<file path="config.mk">
export PLATFORM = sky130hd
export DESIGN_NAME = string_escape_utf8_decoder_unit
export DESIGN_NICKNAME = d
export VERILOG_FILES = /design/src/rtl/core/seu_pkg.sv /design/src/rtl/core/seu_front.sv /design/src/rtl/core/seu_queue.sv /design/src/rtl/core/seu_back.sv /design/src/rtl/core/string_escape_utf8_decoder_unit.sv
export SDC_FILE = /design/constraint.sdc
export NUM_CORES = 1
export LEC_CHECK = 0
export ABC_CLOCK_PERIOD_IN_PS = 5300
export BUFFER_PORTS_ARGS = -buffer_cell sky130_fd_sc_hd__buf_2
export CORE_MARGIN = 1.5
export CORE_UTILIZATION = 25
export CTS_BUF_LIST = sky130_fd_sc_hd__clkbuf_16
export DETAILED_ROUTE_END_ITERATION = 8
export GPL_TIMING_DRIVEN = 1
export HOLD_SLACK_MARGIN = 0.08
export PLACE_DENSITY = 0.42
export SETUP_SLACK_MARGIN = 0.3
export SYNTH_ARGS = -nofsm -noshare
export SYNTH_HDL_FRONTEND = slang
export SYNTH_HIERARCHICAL = 1
export SYNTH_SLANG_ARGS = --single-unit
</file>
<file path="constraint.sdc">
create_clock -name clk -period 5.3 [get_ports clk]
set_input_delay 0.265 -clock clk [delete_from_list [all_inputs] [get_ports clk]]
set_output_delay 0.265 -clock clk [all_outputs]
set_load 0.02 [all_outputs]
</file>
<file path="src/rtl/core/seu_pkg.sv">
`default_nettype none
package seu_pkg;

  localparam int unsigned QueueDepth = 4;
  localparam int unsigned PtrW       = $clog2(QueueDepth);

  typedef enum logic [1:0] {
    MODE_NORMAL = 2'd0,
    MODE_ESCAPE = 2'd1,
    MODE_HEX    = 2'd2
  } mode_t;

  localparam logic [7:0] CH_BACKSLASH = 8'h5c;
  localparam logic [7:0] CH_LOWER_X   = 8'h78;
  localparam logic [7:0] CH_LOWER_U   = 8'h75;
  localparam logic [7:0] CH_UPPER_U   = 8'h55;

  localparam logic [3:0] DIGITS_X       = 4'd2;
  localparam logic [3:0] DIGITS_LOWER_U = 4'd4;
  localparam logic [3:0] DIGITS_UPPER_U = 4'd8;

  localparam logic [7:0] UTF8_CONT  = 8'h80;
  localparam logic [7:0] UTF8_LEAD2 = 8'hc0;
  localparam logic [7:0] UTF8_LEAD3 = 8'he0;
  localparam logic [7:0] UTF8_LEAD4 = 8'hf0;
  localparam logic [5:0] UTF8_MASK  = 6'h3f;

  localparam logic [31:0] CP_LIMIT1 = 32'h0000_0080;
  localparam logic [31:0] CP_LIMIT2 = 32'h0000_0800;
  localparam logic [31:0] CP_LIMIT3 = 32'h0001_0000;

  // One request from the front part: either one to four data bytes or a
  // single marker result that carries no byte.
  typedef struct packed {
    logic [3:0][7:0] bytes;
    logic [1:0]      last_idx;
    logic            marker;
    logic            err;
    logic            done;
  } entry_t;

  typedef struct packed {
    logic       ok;
    logic [3:0] val;
  } hex_t;

  function automatic hex_t hex_value(input logic [7:0] c);
    hex_t h;
    h.ok  = 1'b1;
    h.val = 4'd0;
    if (c >= 8'h30 && c <= 8'h39) begin
      h.val = 4'(c - 8'h30);
    end else if (c >= 8'h61 && c <= 8'h66) begin
      h.val = 4'(c - 8'h57);
    end else if (c >= 8'h41 && c <= 8'h46) begin
      h.val = 4'(c - 8'h37);
    end else begin
      h.ok = 1'b0;
    end
    return h;
  endfunction

  function automatic logic [7:0] escape_byte(input logic [7:0] c);
    logic [7:0] b;
    unique case (c)
      8'h61:   b = 8'h07;
      8'h62:   b = 8'h08;
      8'h65:   b = 8'h1b;
      8'h66:   b = 8'h0c;
      8'h6e:   b = 8'h0a;
      8'h72:   b = 8'h0d;
      8'h74:   b = 8'h09;
      default: b = c;
    endcase
    return b;
  endfunction

  function automatic entry_t utf8_encode(input logic [31:0] cp);
    entry_t e;
    e = '0;
    if (cp < CP_LIMIT1) begin
      e.bytes[0] = cp[7:0];
      e.last_idx = 2'd0;
    end else if (cp < CP_LIMIT2) begin
      e.bytes[0] = UTF8_LEAD2 | {3'd0, cp[10:6]};
      e.bytes[1] = UTF8_CONT | {2'd0, cp[5:0] & UTF8_MASK};
      e.last_idx = 2'd1;
    end else if (cp < CP_LIMIT3) begin
      e.bytes[0] = UTF8_LEAD3 | {4'd0, cp[15:12]};
      e.bytes[1] = UTF8_CONT | {2'd0, cp[11:6]};
      e.bytes[2] = UTF8_CONT | {2'd0, cp[5:0]};
      e.last_idx = 2'd2;
    end else begin
      // Lead byte keeps only the low eight bits of the shifted code point.
      e.bytes[0] = UTF8_LEAD4 | cp[25:18];
      e.bytes[1] = UTF8_CONT | {2'd0, cp[17:12]};
      e.bytes[2] = UTF8_CONT | {2'd0, cp[11:6]};
      e.bytes[3] = UTF8_CONT | {2'd0, cp[5:0]};
      e.last_idx = 2'd3;
    end
    return e;
  endfunction

endpackage
`default_nettype wire

</file>
<file path="src/rtl/core/seu_front.sv">
`default_nettype none
module seu_front
  import seu_pkg::*;
(
  input  wire logic       clk,
  input  wire logic       rst_n,
  input  wire logic       in_valid,
  input  wire logic       in_ready,
  input  wire logic [7:0] in_char,
  input  wire logic       in_last,
  output logic            push,
  output entry_t          push_entry
);

  mode_t       mode_r, mode_nxt;
  logic [3:0]  digits_r, digits_nxt;
  logic [31:0] accum_r, accum_nxt;
  logic        skip_r, skip_nxt;

  always_ff @(posedge clk) begin
    if (!rst_n) begin
      mode_r   <= MODE_NORMAL;
      digits_r <= '0;
      accum_r  <= '0;
      skip_r   <= 1'b0;
    end else begin
      mode_r   <= mode_nxt;
      digits_r <= digits_nxt;
      accum_r  <= accum_nxt;
      skip_r   <= skip_nxt;
    end
  end

  always_comb begin
    logic        accept;
    logic        flag;
    hex_t        hv;
    logic [31:0] acc_new;
    logic [3:0]  dig_new;

    accept     = in_valid && in_ready;
    flag       = 1'b0;
    hv         = hex_value(in_char);
    acc_new    = {accum_r[27:0], hv.val};
    dig_new    = digits_r - 4'd1;
    mode_nxt   = mode_r;
    digits_nxt = digits_r;
    accum_nxt  = accum_r;
    skip_nxt   = skip_r;
    push       = 1'b0;
    push_entry = '0;

    if (accept) begin
      if (!skip_r) begin
        unique case (mode_r)
          MODE_ESCAPE: begin
            mode_nxt = MODE_NORMAL;
            if (in_char == CH_LOWER_X || in_char == CH_LOWER_U ||
                in_char == CH_UPPER_U) begin
              mode_nxt   = MODE_HEX;
              digits_nxt = (in_char == CH_LOWER_X) ? DIGITS_X :
                           (in_char == CH_LOWER_U) ? DIGITS_LOWER_U : DIGITS_UPPER_U;
              accum_nxt  = '0;
              flag       = in_last;
            end else begin
              push                = 1'b1;
              push_entry.bytes[0] = escape_byte(in_char);
            end
          end
          MODE_HEX: begin
            if (!hv.ok || digits_r == 4'd0) begin
              flag = 1'b1;
            end else begin
              accum_nxt  = acc_new;
              digits_nxt = dig_new;
              if (dig_new == 4'd0) begin
                mode_nxt   = MODE_NORMAL;
                push       = 1'b1;
                push_entry = utf8_encode(acc_new);
                accum_nxt  = '0;
              end else begin
                flag = in_last;
              end
            end
          end
          default: begin
            mode_nxt = MODE_NORMAL;
            if (in_char == CH_BACKSLASH) begin
              mode_nxt = MODE_ESCAPE;
            end else begin
              push                = 1'b1;
              push_entry.bytes[0] = in_char;
            end
          end
        endcase
      end

      if (flag) begin
        push              = 1'b1;
        push_entry        = '0;
        push_entry.marker = 1'b1;
        push_entry.err    = 1'b1;
        skip_nxt          = 1'b1;
        mode_nxt          = MODE_NORMAL;
        digits_nxt        = '0;
        accum_nxt         = '0;
      end

      if (in_last) begin
        if (!push) begin
          push_entry.marker = 1'b1;
        end
        push            = 1'b1;
        push_entry.done = 1'b1;
        mode_nxt        = MODE_NORMAL;
        digits_nxt      = '0;
        accum_nxt       = '0;
        skip_nxt        = 1'b0;
      end
    end
  end

endmodule
`default_nettype wire

</file>
<file path="src/rtl/core/seu_queue.sv">
`default_nettype none
module seu_queue
  import seu_pkg::*;
(
  input  wire logic clk,
  input  wire logic rst_n,
  input  wire logic push,
  input  entry_t    push_entry,
  output logic      full,
  output logic      head_valid,
  output entry_t    head_entry,
  input  wire logic pop
);

  entry_t            slot_r [QueueDepth];
  logic [PtrW-1:0]   wr_ptr_r, rd_ptr_r;
  logic [PtrW:0]     count_r;
  logic              do_push, do_pop;

  assign full       = (count_r == (PtrW+1)'(QueueDepth));
  assign head_valid = (count_r != '0);
  assign head_entry = slot_r[rd_ptr_r];
  assign do_push    = push && !full;
  assign do_pop     = pop && head_valid;

  always_ff @(posedge clk) begin
    if (do_push) begin
      slot_r[wr_ptr_r] <= push_entry;
    end
  end

  always_ff @(posedge clk) begin
    if (!rst_n) begin
      wr_ptr_r <= '0;
      rd_ptr_r <= '0;
      count_r  <= '0;
    end else begin
      if (do_push) begin
        wr_ptr_r <= wr_ptr_r + PtrW'(1);
      end
      if (do_pop) begin
        rd_ptr_r <= rd_ptr_r + PtrW'(1);
      end
      if (do_push && !do_pop) begin
        count_r <= count_r + (PtrW+1)'(1);
      end else if (do_pop && !do_push) begin
        count_r <= count_r - (PtrW+1)'(1);
      end
    end
  end

endmodule
`default_nettype wire

</file>
<file path="src/rtl/core/seu_back.sv">
`default_nettype none
module seu_back
  import seu_pkg::*;
(
  input  wire logic       clk,
  input  wire logic       rst_n,
  input  wire logic       head_valid,
  input  entry_t          head_entry,
  output logic            pop,
  output logic            out_tvalid,
  input  wire logic       out_tready,
  output logic [7:0]      out_tdata,
  output logic            out_tlast,
  output logic [2:0]      out_tuser
);

  logic [1:0] idx_r, idx_nxt;
  logic       valid_r, valid_nxt;
  logic [7:0] data_r, data_nxt;
  logic       last_r, last_nxt;
  logic [2:0] user_r, user_nxt;

  always_ff @(posedge clk) begin
    if (!rst_n) begin
      idx_r   <= '0;
      valid_r <= 1'b0;
    end else begin
      idx_r   <= idx_nxt;
      valid_r <= valid_nxt;
    end
  end

  always_ff @(posedge clk) begin
    data_r <= data_nxt;
    last_r <= last_nxt;
    user_r <= user_nxt;
  end

  // The output register reloads whenever it is empty or being drained, so a
  // multi-byte request streams out at one byte per cycle while out_tready is high.
  always_comb begin
    logic load;
    logic at_end;

    load      = !valid_r || out_tready;
    at_end    = (idx_r == head_entry.last_idx);
    idx_nxt   = idx_r;
    valid_nxt = valid_r;
    data_nxt  = data_r;
    last_nxt  = last_r;
    user_nxt  = user_r;
    pop       = 1'b0;

    if (load) begin
      valid_nxt = head_valid;
      if (head_valid) begin
        data_nxt = head_entry.marker ? 8'd0 : head_entry.bytes[idx_r];
        last_nxt = at_end;
        user_nxt = {head_entry.done && at_end, head_entry.err, !head_entry.marker};
        if (at_end) begin
          pop     = 1'b1;
          idx_nxt = '0;
        end else begin
          idx_nxt = idx_r + 2'd1;
        end
      end
    end
  end

  assign out_tvalid = valid_r;
  assign out_tdata  = data_r;
  assign out_tlast  = last_r;
  assign out_tuser  = user_r;

endmodule
`default_nettype wire

</file>
<file path="src/rtl/core/string_escape_utf8_decoder_unit.sv">
`default_nettype none
// Channel   Direction  Ports                       Contents
// in_       slave      tvalid tready tdata tlast   tdata[7:0] body byte, tlast literal end
// out_      master     tvalid tready tdata tlast   tdata[7:0] decoded byte, tlast last of run,
//                      tuser                       tuser[0] byte valid, [1] escape error,
//                                                  [2] literal done
//
// One input byte is taken per cycle while the four-entry queue has room.
// Each byte yields zero to four results; the back end emits one per cycle while
// out_tready is high, so throughput is bounded by the output side at one result
// per cycle. An input byte is written to the queue, and its results leave through the output register.
// Reset is synchronous and active low; it empties the queue and returns the
// decoder to normal mode. Output stalls fill the queue before in_tready drops.
module string_escape_utf8_decoder_unit
  import seu_pkg::*;
(
  input  wire logic       clk,
  input  wire logic       rst_n,
  input  wire logic       in_tvalid,
  output logic            in_tready,
  input  wire logic [7:0] in_tdata,   // [7:0] in_char
  input  wire logic       in_tlast,
  output logic            out_tvalid,
  input  wire logic       out_tready,
  output logic [7:0]      out_tdata,  // [7:0] out_byte
  output logic            out_tlast,
  output logic [2:0]      out_tuser   // [0] byte_valid, [1] escape_error, [2] literal_done
);

  logic   push, full, head_valid, pop;
  entry_t push_entry, head_entry;

  assign in_tready = !full;

  seu_front u_front (
    .clk        (clk),
    .rst_n      (rst_n),
    .in_valid   (in_tvalid),
    .in_ready   (in_tready),
    .in_char    (in_tdata),
    .in_last    (in_tlast),
    .push       (push),
    .push_entry (push_entry)
  );

  seu_queue u_queue (
    .clk        (clk),
    .rst_n      (rst_n),
    .push       (push),
    .push_entry (push_entry),
    .full       (full),
    .head_valid (head_valid),
    .head_entry (head_entry),
    .pop        (pop)
  );

  seu_back u_back (
    .clk        (clk),
    .rst_n      (rst_n),
    .head_valid (head_valid),
    .head_entry (head_entry),
    .pop        (pop),
    .out_tvalid (out_tvalid),
    .out_tready (out_tready),
    .out_tdata  (out_tdata),
    .out_tlast  (out_tlast),
    .out_tuser  (out_tuser)
  );

endmodule
`default_nettype wire

</file>
==> impl_results.md, run 1 <==
- Period utilization: 0.765
- Overflow left after global routing: 0
- RSZ-0062 raised after global routing: no
- Seq cells post-synth: 207
- IO Count: 27
- CTS tree: built
- Commonest cells in the netlist: edfxtp_1, dfxtp_1, nor2_1
- Flop2flop setup slack: 1.25 ns
- N_diodes: 0
- P_sw: 0.00129 W
- Number of CTS-inserted buffers: 24
- DIE WIDTH: 197 µm
- Fin crit period: 4.05 ns
- Leak: 3.65 nW
- Cell with the most instances after synthesis: edfxtp_1
- Clk sinks: 207
- Setup_tns: 0 ns
- CTS Hold Bufs: 0
- Die area: 38,800 µm²
- Core area: 36,900 µm²
- Routability congestion estimate from global placement: 0.822
- Number of global-route vias before repair: 5,597
- Logic gate share of total power: 0.211
- Worst Tran Pin Value: 1.02 ns
- Largest net degree at the start of global routing: 38
- Clk pwr share: 0.325
- Clock Latency Late Sink: 0.52 ns
- Ys async rst share: 0
- Peak supply drop: 0.237 mV
- Detailed Routing Iterations Pass 1: 7
- Starting Density: 0.255
- Crit path capture: u_queue/count_r[2]
- Syn-to-layout area delta: 14.1%
- Kind of critical path: reg2reg
- Syn_area_per_cell: 14.7 µm²
- Crit end category: flop
- CP startpoint: u_front/digits_r[0]
- CP Launch Type: flop
- Reg-to-Reg End: u_queue/count_r[2]
- # H-tree levels: 1
- Synth cell types: 80
- Synth top area share: 0.510
- Drt drc: 0
- Status: completed
- R2R Path Start: u_front/digits_r[0]
- Layout cell share with drive strength beyond 1: 0.213
- Clock-pin slew on the worst setup and hold paths: 0.06 ns
- Number of hold violations in the final report: 0
- Crit Path Max Fanout: 8
- YS warnings: 6
- R2R cell count: 15
- Synth top area cells: edfxtp_1, dfxtp_1, mux4_2
- Core Rows: 70
- Routed len/inst: 18.3 µm
- # nets final: 702
- Antenna Nets Post-Route: 0
- Die height: 197 µm
- Post_cts resized: 0
- Post-synth EDFFs: 160
- Register area share after synthesis: 0.610
- GRT Total Usage: 0.114
- Power Density: 431 nW/µm²
- Sequential power share: 0.464
- Total number of vias: 5,544
- Initial antenna violation count: 1
- Post-synth top flop: edfxtp_1
- Mapped Area: 9410 µm²
- Dpl cell area: 10,000 µm²
- Final slew viol count: 0
- Post-route cell area: 10,700 µm²
- Internal power: 0.00334 W
- First-pass GRT wire length: 33,900 µm
- Root Driver: clkbuf_16
- Layout Skew: 0.0108 ns
- Vias per cell: 4.64
- Max Cap Violations: 0
- Worst Path Required: 5.73 ns
- Switching Fraction: 0.279
- Post-synthesis cell count: 641
- Clock buffer depth: 3
- F_max: 0.247 GHz
- Worst hold path stage count: 3
- Dpl hpwl: 14,800 µm
- PortBufs: 26
- Relative slew margins: 0.310
- WL final: 21,900 µm
- Starting DRT DRC Count: 384
- Critical Path AT: 4.49 ns
- HP Class: in2reg
- # setup viols final: 0
- Area leader, netlist: edfxtp_1
- Setup bufs post-CTS: 0
==> sequential cells by signal (all words and copies together) (netlist names), named ones only <==
signal	count
u_front/skip_r	1
u_queue/wr_ptr_r	2
u_queue/slot_r	148
u_front/accum_r	28
u_front/digits_r	4
u_back/out_tlast	1
u_queue/count_r	3
u_back/idx_r	2
u_back/out_tvalid	1
u_queue/rd_ptr_r	2
u_back/out_tuser	3
u_back/out_tdata	8
u_front/mode_r	2
==> cells in the final DEF, fill, tap and decap left out, drive strengths merged, types with 9 or more instances in the layout <==
cell	n
edfxtp	160
nor2	47
dfxtp	47
mux4	45
buf	38
inv	37
a22o	31
nand2	29
clkbuf	24
and2	24
a21oi	23
ha	13
nor3	12
a211oi	10
nand3	10
clkinv	9
==> worst max-delay path, stage by stage, from the launching register on <==
cell,delay (ns)
dfxtp_1,0.40
inv_1,0.06
ha_1,0.24
o21bai_1,0.17
o21a_1,0.21
o21ai_2,0.28
nand3_1,0.29
a211oi_1,0.39
o311a_1,0.21
nor2b_1,0.39
ha_1,0.26
inv_1,0.06
fa_1,0.37
xor2_1,0.15
or3_1,0.30
a21boi_0,0.18
==> how the worst min path moves through the flow <==
stage / slack [ns] / endpoint / from
floorplan: 0.41 / u_front/skip_r / rst_n
global placement: 0.47 / u_front/accum_r[24] / u_front/accum_r[24]
detailed placement: 0.47 / u_front/accum_r[25] / u_front/accum_r[25]
CTS: 0.1 / u_back/out_tvalid / out_tready
global route: 0.17 / u_back/out_tvalid / out_tready
finish: 0.13 / u_back/out_tvalid / out_tready
==> final cells by class <==
cell class	count	area (µm²)
fill	3697	26100
sequential	207	5750
multi-input combinational	375	3310
tap	504	631
clock buffer	24	601
timing repair buffer	38	220
clock inverter	18	121
inverter	29	109
==> logic make-up (layout without fill, tap and decap cells) <==
kind of cell    after synthesis  count (layout)  share of synthesized area
compound gates              122             122                     0.0990
xor+xnor                      7               7                    0.00651
fa+ha+maj                    14              14                     0.0194
buf+inv                      61             109                     0.0392
flops                       207             207                      0.610
mux                          52              52                      0.118
other cells                   1               3                   0.000398
simple gates                177             177                      0.108
==> per-layer routing <==
metal / up-vias / share of wire / track usage
li1: 2582 / - / -
met1: 2783 / 0.47 / 0.156
met2: 146 / 0.46 / 0.187
met3: 33 / 0.050 / 0.0229
met4: 0 / 0.020 / 0.0266
met5: - / 0 / 0
==> power by group through the flow <==
stage	Clock (W)	Combinational [W]	Sequential (W)
2_1_floorplan	0	0.000708	0.00220
3_3_place_gp	0	0.000993	0.00218
3_5_place_dp	0	0.00100	0.00219
4_1_cts	0.00156	0.00101	0.00216
5_1_grt	0.00162	0.00107	0.00218
6_report	0.00151	0.000976	0.00215
==> stage by stage <==
stage / setup slack [ns] / instances / hold slack [ns] / power [W] / utilization
4_1_cts: 1.22 / 1195 / 0.0965 / 0.00473 / 0.291
2_1_floorplan: 1.80 / 643 / 0.405 / 0.00291 / -
3_5_place_dp: 1.16 / 1153 / 0.471 / 0.00320 / 0.272
5_1_grt: 0.906 / 1195 / 0.168 / 0.00487 / 0.291
6_report: 1.25 / 1195 / 0.132 / 0.00463 / 0.291
3_3_place_gp: 1.26 / 1153 / 0.466 / 0.00318 / 0.272
Note: power is estimated with default switching activity, not from simulation.
==> run 2, diff against run 1 <==
--- a/config.mk
+++ b/config.mk
@@ -5,7 +5,8 @@
 export SDC_FILE = /design/constraint.sdc
 export NUM_CORES = 1
 export LEC_CHECK = 0
-export ABC_CLOCK_PERIOD_IN_PS = 5300
+export ABC_AREA = 1
+export ABC_CLOCK_PERIOD_IN_PS = 3800
 export BUFFER_PORTS_ARGS = -buffer_cell sky130_fd_sc_hd__buf_2
 export CORE_MARGIN = 1.5
 export CORE_UTILIZATION = 25
==> constraint.sdc (replaced) <==
create_clock -name clk -period 3.8 [get_ports clk]
set_input_delay 0.19 -clock clk [delete_from_list [all_inputs] [get_ports clk]]
set_output_delay 0.19 -clock clk [all_outputs]
set_load 0.02 [all_outputs]
==> run 2 against run 1 <==
  * Sequential share of layout area is 3.8 points lower
  * Synthesized area is 7.8% higher
  * Sequential cell count stayed put
  * Clock power is 51% higher
  * Critical path depth is 8 higher
  * Total power is 71% higher
  * Clock skew is 0.0023 ns higher
  * Via count is 39% higher
  * Count of clock-buffer cells in the layout is 1 higher
  * Wire length is 27% higher
  * Final cell count is 40% higher
  * Highest routed layer unchanged
==> impl_results.md, run 2 <==
- PortBufs: 26 (unchanged)
- Period utilization: 0.813 (+0.0485)
- CP startpoint: u_front/digits_r[0]
- Syn-to-layout area delta: 14.0%
- CP Launch Type: flop
- Number of CTS-inserted buffers: 25 (+4.2%)
- Overflow left after global routing: 0 (unchanged)
- Starting Density: 0.254 (-0.00112)
- CP max stage delay: 0.38 ns (-0.02 ns)
- Min-delay src: in_tdata[7]
- DIE WIDTH: 204 µm (+3.8%)
- Ys async rst share: 0 (unchanged)
- Initial antenna violation count: 0 (-1)
- Drt drc: 0 (unchanged)
- Final slew viol count: 0 (unchanged)
- Antenna Nets Post-Route: 0 (unchanged)
- N_diodes: 0 (unchanged)
- Mapped Area: 10,100 µm² (+7.8%)
- Crit end category: flop
- Register area: 5750 µm² (unchanged)
- # H-tree levels: 1 (unchanged)
- Core Rows: 73 (+4.3%)
- Vias per cell: 4.62 (-0.50%)
- Multi-input combinational cell area: 3660 µm² (+10%)
- Root Driver: clkbuf_16
- HP Class: in2reg
- Layout cell share with drive strength beyond 1: 0.116 (-0.0968)
- Die height: 204 µm (+3.8%)
- Power Density: 686 nW/µm² (+59%)
- Final Non-Filler Cells: 1,672 (+40%)
- Cell with the most instances after synthesis: nor2_1
- Status: completed
- Detailed Routing Iterations Pass 1: 4 (-3)
- CTS tree: built
- Register area share after synthesis: 0.566 (-0.0440)
- Leak: 4.33 nW (+19%)
- Routability congestion estimate from global placement: 0.824 (+0.16%)
- First-pass GRT wire length: 42,900 µm (+27%)
- Area leader, netlist: edfxtp_1
- Seq cells post-synth: 207 (unchanged)
- Commonest non-fill, non-tap cells in the layout: nor2_1, nand2_1, edfxtp_1
- Synth top area share: 0.474 (-0.0368)
- F_max: 0.324 GHz (+31%)
- Number of hold violations in the final report: 0 (unchanged)
- Post-synthesis cell count: 1,114 (+74%)
- Starting DRT DRC Count: 502 (+31%)
- YS warnings: 6 (unchanged)
- # setup viols final: 0 (unchanged)
- Critical Path AT: 3.57 ns (-0.92 ns)
- Setup bufs post-CTS: 0 (unchanged)
- Core area: 39,900 µm² (+8.2%)
- Crit-path cells: inv_1 > ha_1 > nand2_1 > nand2_1 > nor2_1 > nand2_1 > nor2_2 > nand2_4 > inv_2 > o211ai_1 > nand2_1 > nand2_1 > inv_1 > nand2_1 > inv_1 > ha_1 > inv_1 > fa_1 > nand2_1 > nand3_1 > nand2_1 > nand2_1 > nor2_1
- Largest register FFs: 148 (unchanged)
- Crit Path Max Fanout: 7 (-1)
- Layout Skew: 0.0131 ns (+0.00231 ns)
- Crit path max-delay cell type: fa_1
- Synth top area cells: edfxtp_1, dfxtp_1, nor2_1
- R2R Path Start: u_front/digits_r[0]
- Commonest non-fill, non-tap cell in the layout: nor2_1
- RSZ-0062 raised after global routing: no
- Clk sinks: 207 (unchanged)
- Kind of critical path: reg2reg
- Post-synth top flop: edfxtp_1
- Flop2flop setup slack: 0.71 ns (-0.54 ns)
- Max Cap Violations: 0 (unchanged)
- Worst Tran Pin Value: 1.09 ns (+0.0626 ns)
- Fillers: 4,246 (+15%)
- Relative slew margins: 0.274 (-0.0353)
- Dpl hpwl: 17,700 µm (+19%)
- Worst Path Required: 4.28 ns (-1.45 ns)
- Reg with most FFs: u_queue/slot_r
- WL final: 27,700 µm (+27%)
- Fin crit period: 3.09 ns (-0.963 ns)
- Crit path buf inv count: 5 (+3)
- # nets final: 1,156 (+65%)
- Largest net degree at the start of global routing: 65 (+71%)
- Cells after DPL: 1,626 (+41%)
- Synth cell types: 45 (-44%)
- Clock-pin slew on the worst setup and hold paths: 0.06 ns (about the same)
- Total number of vias: 7,718 (+39%)
- Routed len/inst: 16.6 µm (-9.6%)
- GRT Total Usage: 0.133 (+0.0186)
- Clock Latency Late Sink: 0.55 ns (+0.03 ns)
- IO Count: 27 (unchanged)
- Top delay family on crit path: simple AND/OR/NAND/NOR gates
- Number of global-route vias before repair: 7,289 (+30%)
- Clock buffer depth: 3 (unchanged)
- Post-synth EDFFs: 160 (unchanged)
- Syn_area_per_cell: 9.11 µm² (-38%)
- Worst path most repeated cell: nand2_1
- Die area: 41,800 µm² (+7.7%)
- Commonest cells in the netlist: nor2_1, nand2_1, edfxtp_1
- Setup_tns: 0 ns (unchanged)
- Peak supply drop: 0.355 mV (+50%)
run 2: changes by cell type after synthesis, sizes merged, moves of 9 or more:
cell	before	now
inv	29	99
o21ai	7	106
a22o	31	0
nand2	29	181
o22ai	3	39
buf	20	42
nand3	10	79
nor2	47	209
a21oi	23	51
clkbuf	12	21
and2	24	1
nor3	12	27
mux4	45	0
run 2: metal layers:
metal | part of all wire | track usage | vias up
met5 | 0 | 0 | -
met4 | 0.019 | 0.0318 | 0
met3 | 0.042 | 0.0210 | 33
met2 | 0.47 | 0.220 | 140
met1 | 0.47 | 0.181 | 3713
li1 | - | - | 3832
run 2: final timing paths:
kind | to | depth (start not counted)
max | u_queue/count_r[2] | 23
min | u_queue/slot_r[2][12] | 3
max reg2reg | u_queue/count_r[2] | 23
min reg2reg | u_front/accum_r[25] | 2
run 2: logic make-up after synthesis:
family / synth area share
xor+xnor: 0.000864
flops: 0.566
other cells: 0.000370
buf+inv: 0.0772
compound gates: 0.123
simple gates: 0.214
fa+ha+maj: 0.0180
run 2: worst reg2reg max path, cell delays in order (launching register included):
cell	delay [ns]
dfxtp_1	0.36
inv_1	0.08
ha_1	0.22
nand2_1	0.07
nand2_1	0.06
nor2_1	0.09
nand2_1	0.10
nor2_2	0.21
nand2_4	0.12
inv_2	0.09
o211ai_1	0.10
nand2_1	0.08
nand2_1	0.13
inv_1	0.13
nand2_1	0.07
inv_1	0.11
ha_1	0.17
inv_1	0.06
fa_1	0.38
nand2_1	0.08
nand3_1	0.09
nand2_1	0.07
nand2_1	0.04
nor2_1	0.11
run 2: power by group:
part	switching, W	internal, W
registers	0.000175	0.00297
logic	0.00177	0.000742
clock network	0.000948	0.00133
run 2: timing repair:
item,4_1_cts,5_1_grt
endpoints found under the hold margin,1,0
resized for setup,0,3
setup endpoints to repair,0,1
hold buffers,1,0
run 2: per-stage QoR:
stage | total power (W) | cell area [µm²] | hold slack, ns | setup WS [ns] | util
global placement | 0.00576 | 10800 | 0.463 | 0.607 | 0.270
detailed placement | 0.00575 | 10800 | 0.470 | 0.485 | 0.270
finish | 0.00794 | 11600 | 0.144 | 0.711 | 0.290
CTS | 0.00807 | 11600 | 0.106 | 0.632 | 0.290
floorplan | 0.00500 | 10200 | 0.310 | 0.121 | -
global route | 0.00846 | 11600 | 0.168 | 0.329 | 0.290
run 2: area by class of cell:
| type | count | share of cell area |
|---|---|---|
| timing repair buffer | 49 | 0.0296 |
| tap | 525 | 0.0568 |
| sequential | 207 | 0.497 |
| multi-input combinational | 746 | 0.317 |
| clock inverter | 20 | 0.0135 |
| inverter | 100 | 0.0325 |
| clock buffer | 25 | 0.0541 |
